## config.mk

```make
export PLATFORM = sky130hd
export DESIGN_NAME = pscmp_temp
export DESIGN_NICKNAME = d
export VERILOG_FILES = /design/src/hdl/pscmp_pkg.sv /design/src/hdl/pscmp_temp.sv
export SDC_FILE = /design/constraint.sdc
export NUM_CORES = 2
export LEC_CHECK = 0
export BUFFER_PORTS_ARGS = -buffer_cell sky130_fd_sc_hd__buf_2
export CELL_PAD_IN_SITES_DETAIL_PLACEMENT = 1
export CELL_PAD_IN_SITES_GLOBAL_PLACEMENT = 1
export CORE_ASPECT_RATIO = 1.25
export CORE_UTILIZATION = 49
export DETAILED_ROUTE_END_ITERATION = 16
export PLACE_DENSITY = 0.87
export SLEW_MARGIN = 20
export SYNTH_ARGS = -nofsm -noshare
export SYNTH_HDL_FRONTEND = slang
export SYNTH_SLANG_ARGS = --single-unit
```

## constraint.sdc

```tcl
create_clock -name clk -period 9.1 [get_ports clk]
set_clock_uncertainty 0.05 [all_clocks]
set_input_delay 1.82 -clock clk [delete_from_list [all_inputs] [get_ports clk]]
set_output_delay 1.82 -clock clk [all_outputs]
set_load 0.05 [all_outputs]
```

## src/hdl/pscmp_pkg.sv

```systemverilog
// shared types and constants for the pressure sensor compensation pipeline
package pscmp_pkg;

	localparam int DIV_W = 64;
	localparam int DEN_W = 31;

	localparam logic signed [26:0] FINE_OFFSET = 27'sd128000;
	localparam logic [20:0] RAW_FULL = 21'h10_0000;
	localparam logic [11:0] SCALE_DIV = 12'd3125;
	localparam logic [63:0] P1_BIAS = 64'h0000_8000_0000_0000;
	localparam logic [24:0] PRESS_MAX = 25'h1FF_FFFF;
	localparam logic signed [19:0] TEMP_MAX = 20'sd32767;
	localparam logic signed [19:0] TEMP_MIN = -20'sd32768;
	localparam logic signed [27:0] TEMP_ROUND = 28'sd128;

	typedef enum logic [1:0] {
		REG_TEMP_CAL = 2'd0,
		REG_PRESS_A  = 2'd1,
		REG_PRESS_B  = 2'd2,
		REG_PRESS_C  = 2'd3
	} cfg_reg_t;

	typedef struct packed {
		logic [19:0] raw_temperature;
		logic [19:0] raw_pressure;
	} psc_in_t;

	typedef struct packed {
		logic signed [15:0] temperature_centi;
		logic [24:0]        pressure_q24_8;
		logic               divide_by_zero;
	} psc_out_t;

	typedef struct packed {
		logic [15:0]        t1;
		logic signed [15:0] t2;
		logic signed [15:0] t3;
		logic [15:0]        p1;
		logic signed [15:0] p2;
		logic signed [15:0] p3;
		logic signed [15:0] p4;
		logic signed [15:0] p5;
		logic signed [15:0] p6;
		logic signed [15:0] p7;
		logic signed [15:0] p8;
		logic signed [15:0] p9;
	} cal_t;

	// fields that ride alongside the pressure datapath
	typedef struct packed {
		logic signed [15:0] temp;
		logic               zero;
	} side_t;

endpackage

```

## src/hdl/pscmp_temp.sv

```systemverilog
// temperature compensation stages: fine temperature, centi-degrees, pressure offset term
module pscmp_temp import pscmp_pkg::*; (
	input  logic               clk,
	input  logic               arst_n,
	input  logic               in_valid,
	input  psc_in_t            req,
	input  cal_t               cal,
	output logic               out_valid,
	output logic signed [15:0] temp,
	output logic signed [26:0] v1,
	output logic [19:0]        raw_p
);

	logic signed [17:0] d1_s1;
	logic signed [16:0] d2_s1;
	logic signed [33:0] m1_s2;
	logic [32:0]        sq_s2;
	logic signed [22:0] a1_s3;
	logic signed [37:0] m2_s3;
	logic signed [24:0] fine_s4;
	logic signed [15:0] temp_s5;
	logic signed [26:0] v1_s5;
	logic [19:0]        rawp_s1, rawp_s2, rawp_s3, rawp_s4, rawp_s5;
	logic               vld_s1, vld_s2, vld_s3, vld_s4, vld_s5;

	logic signed [33:0] sq_full;
	logic signed [27:0] f5;
	logic signed [19:0] tw;
	logic signed [15:0] temp_sat;

	assign sq_full = d2_s1 * d2_s1;

	// fine * 5 + 128, then floor divide by 256
	assign f5 = (28'(fine_s4) <<< 2) + 28'(fine_s4) + TEMP_ROUND;
	assign tw = f5[27:8];

	always_comb begin
		if (tw > TEMP_MAX) begin
			temp_sat = 16'sh7FFF;
		end else if (tw < TEMP_MIN) begin
			temp_sat = 16'sh8000;
		end else begin
			temp_sat = tw[15:0];
		end
	end

	always_ff @(posedge clk or negedge arst_n) begin
		if (!arst_n) begin
			vld_s1 <= 1'b0;
			vld_s2 <= 1'b0;
			vld_s3 <= 1'b0;
			vld_s4 <= 1'b0;
			vld_s5 <= 1'b0;
		end else begin
			vld_s1 <= in_valid;
			vld_s2 <= vld_s1;
			vld_s3 <= vld_s2;
			vld_s4 <= vld_s3;
			vld_s5 <= vld_s4;
		end
	end

	always_ff @(posedge clk) begin
		d1_s1   <= $signed({1'b0, req.raw_temperature[19:3]}) - $signed({1'b0, cal.t1, 1'b0});
		d2_s1   <= $signed({1'b0, req.raw_temperature[19:4]}) - $signed({1'b0, cal.t1});
		rawp_s1 <= req.raw_pressure;

		m1_s2   <= d1_s1 * cal.t2;
		sq_s2   <= sq_full[32:0];
		rawp_s2 <= rawp_s1;

		a1_s3   <= m1_s2[33:11];
		m2_s3   <= $signed({1'b0, sq_s2[32:12]}) * cal.t3;
		rawp_s3 <= rawp_s2;

		fine_s4 <= 25'(a1_s3) + 25'($signed(m2_s3[37:14]));
		rawp_s4 <= rawp_s3;

		temp_s5 <= temp_sat;
		v1_s5   <= 27'(fine_s4) - FINE_OFFSET;
		rawp_s5 <= rawp_s4;
	end

	assign out_valid = vld_s5;
	assign temp      = temp_s5;
	assign v1        = v1_s5;
	assign raw_p     = rawp_s5;

endmodule

```

==> summary.md <==
| Metric | Value |
|---|---|
| Result of the run | finished, final reports clean |
| Share of the yosys chip area belonging to registers | 0.145 |
| TritonRoute pass-1 iters | 7 |
| Fill cell total of the finished layout | 8,993 |
| Capturing element type of the critical path | register |
| Placement Rows | 115 |
| H-tree Lvls | 1 |
| Number of maximum-capacitance violations | 0 |
| Number of DRC markers after the initial detailed-route iteration | 1,093 |
| Netlist area before placement | 0.0391 mm^2 |
| Fmax | 121 MHz |
| Die boundary height | 318 um |
| Clock slew seen by the registers of the worst setup and hold paths | 0.08 ns |
| Clock tree from TritonCTS | yes |
| Met1 layer wirelength in the final routing | 38,300 um |
| Highest metal layer with signal wires | met5 |
| Synthesized net count | 5,505 |
| Final routed DRC violation total | 0 |
| Initial core utilization | 0.496 |
| Worst slew pin tran | 1.01 ns |
| Overall Global Routing Usage | 0.279 |
| Number of global-route vias before repair | 33,759 |
| Count of unique library cells instantiated by Yosys | 71 |
| Total global routing overflow | 0 |
| Synth async-reset ratio | 0.0178 |
| Final setup TNS | 0 ns |
| Via density per instance | 5.30 |
| Number of max-slew violations in the final report | 0 |
| CORE AREA | 0.0789 mm^2 |
| Die outline area | 0.0809 mm^2 |
| Critical path arrival | 8.74 ns |
| Share of post-route cells with drive strength above 1 | 0.0644 |
| Unrepaired setup endpoints after global routing | no |
| Later-pin clock latency in the skew report | 0.63 ns |
| Post-route minimum period | 8.30 ns |
| Post-CTS Hold Buffers | 0 |
| Worst-case clock buffer depth | 3 |
| Worst-path maximum fanout | 21 |
| Adder and majority cell fraction of the synthesized area | 0.542 |
| Number of CTS-inserted buffers | 31 |
| Sum of routed wire length over all layers | 108,000 um |
| Most common library cell in the layout ignoring fill and taps | sky130_fd_sc_hd__inv_1 |
| Ordered list of cells on the worst path | buf_2 -> nand2_1 -> fa_1 -> inv_1 -> fa_1 -> fa_1 -> fa_1 -> fa_1 -> inv_1 -> fa_1 -> inv_1 -> ha_1 -> nand2_1 -> or4_1 -> o221a_2 -> o21ai_1 -> a31o_2 -> a31oi_1 -> o31ai_1 -> a41o_1 -> o21a_1 -> nor2_1 -> xnor2_1 |
| Root Buffer | sky130_fd_sc_hd__clkbuf_16 |
| Type of the setup path with the least slack | input pin to register |
| Number of register bits inferred by synthesis | 281 |
| Final HPWL from detailed placement | 88,300 um |
| Total of cells resized after clock tree synthesis | 0 |
| Total clock sinks | 281 |
| PnR worst setup slack | 0.805 ns |
| CP max stage delay | 0.56 ns |
| Number of primary I/O pins | 299 |
| Final period util | 0.912 |
| Number of warning messages in the yosys log | 0 |
| Input/output buffers | 151 |
| Hold WC Path Type | register to register |
| Number of enable flip-flop cells after synthesis | 0 |
| Nets | 5,605 |
| Combinational family with the most area after synthesis | adder cells |
| Antenna viol nets, final | 0 |
| Post-synthesis average cell area | 9.61 um^2 |
| Data required time of the critical path | 9.55 ns |
| Multiplexer area fraction after synthesis | 0 |
| Largest net degree at the start of global routing | 37 |
| Number of vias after detailed routing | 27,804 |
| Wire length per cell | 20.7 um |
| Most common cell type on the critical path | sky130_fd_sc_hd__fa_1 |
| Post-placement worst setup slack | 0.359 ns |
| Share of the synthesized netlist area taken by xor and xnor gates | 0.0320 |
| Amount of wire on met3 after detailed routing | 4130 um |
| Final Setup Violations | 0 |
| Post-CTS setup repair buffer count | 0 |
| Flip-flop cell with the highest count after synthesis | sky130_fd_sc_hd__dfxtp_1 |
| Layout overhead on the synthesized area | 7.73% |
| Simple-gate area share of the yosys netlist | 0.124 |
| Slowest library cell on the worst path | sky130_fd_sc_hd__fa_1 |
| Headroom to the max-slew limit | 0.326 |
| Final weighted congestion of routability-driven global placement | 0.835 |
| Die outline width | 255 um |
| Most frequent cells in the layout | 1,039 x sky130_fd_sc_hd__inv_1, 818 x sky130_fd_sc_hd__fa_1, 460 x sky130_fd_sc_hd__nand2_1, 383 x sky130_fd_sc_hd__ha_1, 295 x sky130_fd_sc_hd__and2_1 |
| Number of antenna violations at the first check in global routing | 4 |
| Number of hold violations in the final report | 0 |
| Number of cells produced by synthesis | 4,069 |
| Synthesized-area fraction occupied by ao, oa, aoi and oai cells | 0.0452 |
| Startpoint kind of the worst setup timing path | input pin |
| Global-route wire length before repair | 175,000 um |
| Met2 WL | 60,100 um |
-- final timing paths --
| check | startpoint | endpoint | slack, ns | cells after the start |
|---|---|---|---|---|
| max | cal[148] | m2_s3[37] | 0.80 | 23 |
| min | rawp_s2[3] | rawp_s3[3] | 0.27 | 0 |
| max reg2reg | d2_s1[6] | m1_s2[32] | 1.49 | 25 |
| min reg2reg | rawp_s2[3] | rawp_s3[3] | 0.27 | 0 |
| max in group asynchronous | arst_n | out_valid | 7.92 | 1 |
| min in group asynchronous | arst_n | vld_s3 | 0.95 | 1 |
-- cells in the mapped netlist (3+ instances only) --
cell type | number | area (um^2)
sky130_fd_sc_hd__nand2b_1 | 21 | 131
sky130_fd_sc_hd__a21boi_1 | 3 | 22.5
sky130_fd_sc_hd__dfrtp_1 | 5 | 125
sky130_fd_sc_hd__xnor2_1 | 111 | 972
sky130_fd_sc_hd__and2_1 | 295 | 1850
sky130_fd_sc_hd__a21oi_1 | 61 | 305
sky130_fd_sc_hd__a21boi_0 | 3 | 22.5
sky130_fd_sc_hd__a21o_1 | 55 | 413
sky130_fd_sc_hd__clkbuf_1 | 129 | 484
sky130_fd_sc_hd__nor2_1 | 141 | 529
sky130_fd_sc_hd__and3_1 | 8 | 50.1
sky130_fd_sc_hd__inv_1 | 1039 | 3900
sky130_fd_sc_hd__fa_1 | 818 | 16400
sky130_fd_sc_hd__and4_1 | 3 | 26.3
sky130_fd_sc_hd__o21ai_0 | 31 | 155
sky130_fd_sc_hd__o41ai_1 | 4 | 35.0
sky130_fd_sc_hd__a211oi_1 | 6 | 45.0
sky130_fd_sc_hd__a41oi_1 | 4 | 35.0
sky130_fd_sc_hd__o211ai_1 | 3 | 22.5
sky130_fd_sc_hd__nor3_1 | 24 | 120
sky130_fd_sc_hd__o21ai_1 | 8 | 40.0
sky130_fd_sc_hd__nor4_1 | 4 | 25.0
sky130_fd_sc_hd__o31ai_1 | 3 | 22.5
sky130_fd_sc_hd__nand4_1 | 13 | 81.3
sky130_fd_sc_hd__a41o_1 | 4 | 40.0
sky130_fd_sc_hd__o21a_1 | 16 | 120
sky130_fd_sc_hd__ha_1 | 383 | 4790
sky130_fd_sc_hd__nand3_1 | 17 | 85.1
sky130_fd_sc_hd__o21bai_1 | 14 | 105
sky130_fd_sc_hd__or3_1 | 3 | 18.8
sky130_fd_sc_hd__nor2b_1 | 23 | 144
sky130_fd_sc_hd__nand2_1 | 460 | 1730
sky130_fd_sc_hd__dfxtp_1 | 276 | 5530
sky130_fd_sc_hd__a31oi_1 | 6 | 37.5
sky130_fd_sc_hd__xor2_1 | 32 | 280
-- critical path, delay by kind of cell --
| family | cells | cell delay (ns) |
|---|---|---|
| adders and majority gates | 7 | 3.41 |
| AOI/OAI and AO/OA | 7 | 1.96 |
| and+or+nand+nor | 4 | 0.82 |
| buffers and inverters | 4 | 0.59 |
| xor gates and xnor gates | 1 | 0.12 |
-- cell type report --
| type | count | area (um^2) | area share |
|---|---|---|---|
| multi-input combinational | 2617 | 29000 | 0.689 |
| sequential | 281 | 5660 | 0.134 |
| inverter | 1039 | 3900 | 0.0926 |
| tap | 1053 | 1320 | 0.0313 |
| timing repair buffer | 199 | 1120 | 0.0265 |
| clock buffer | 39 | 836 | 0.0198 |
| clock inverter | 19 | 251 | 0.00597 |
| antenna | 1 | 2.50 | 0.0000594 |
-- metrics by stage --
stage	instances	hold slack [ns]	utilization	instance area [um^2]
after detailed placement	5189	0.263	0.520	41000
after global routing	5248	0.280	0.534	42100
after global placement	5189	0.260	0.520	41000
after floorplan	4069	0.260	-	39100
after CTS	5247	0.274	0.534	42100
final	5248	0.271	0.534	42100
-- logic make-up after synthesis --
family | count (synthesis)
AND/OR/NAND/NOR | 1019
AO/OA/AOI/OAI | 253
flip-flops | 281
adder cells (fa/ha/maj) | 1202
buffers and inverters | 1171
XOR/XNOR | 143
-- metal layers --
layer	up-vias	GRT usage
met3	369	0.0263
met2	758	0.535
li1	12143	-
met1	14530	0.297
met5	-	0
met4	4	0.139
-- registers in the layout, indices dropped and copies added, names as in the netlist --
signal     count
a1_s3         23
vld_s3         1
rawp_s1       20
sq_s2         21
fine_s4       25
d2_s1         16
rawp_s3       20
rawp_s4       20
rawp_s2       20
raw_p         20
temp          16
d1_s1          2
m1_s2         23
vld_s4         1
v1            26
out_valid      1
vld_s1         1
vld_s2         1
m2_s3         24
Power is left out: the tool's default activity adds up to more than one toggle a clock period on the data nets, which glitch-free logic cannot reach.
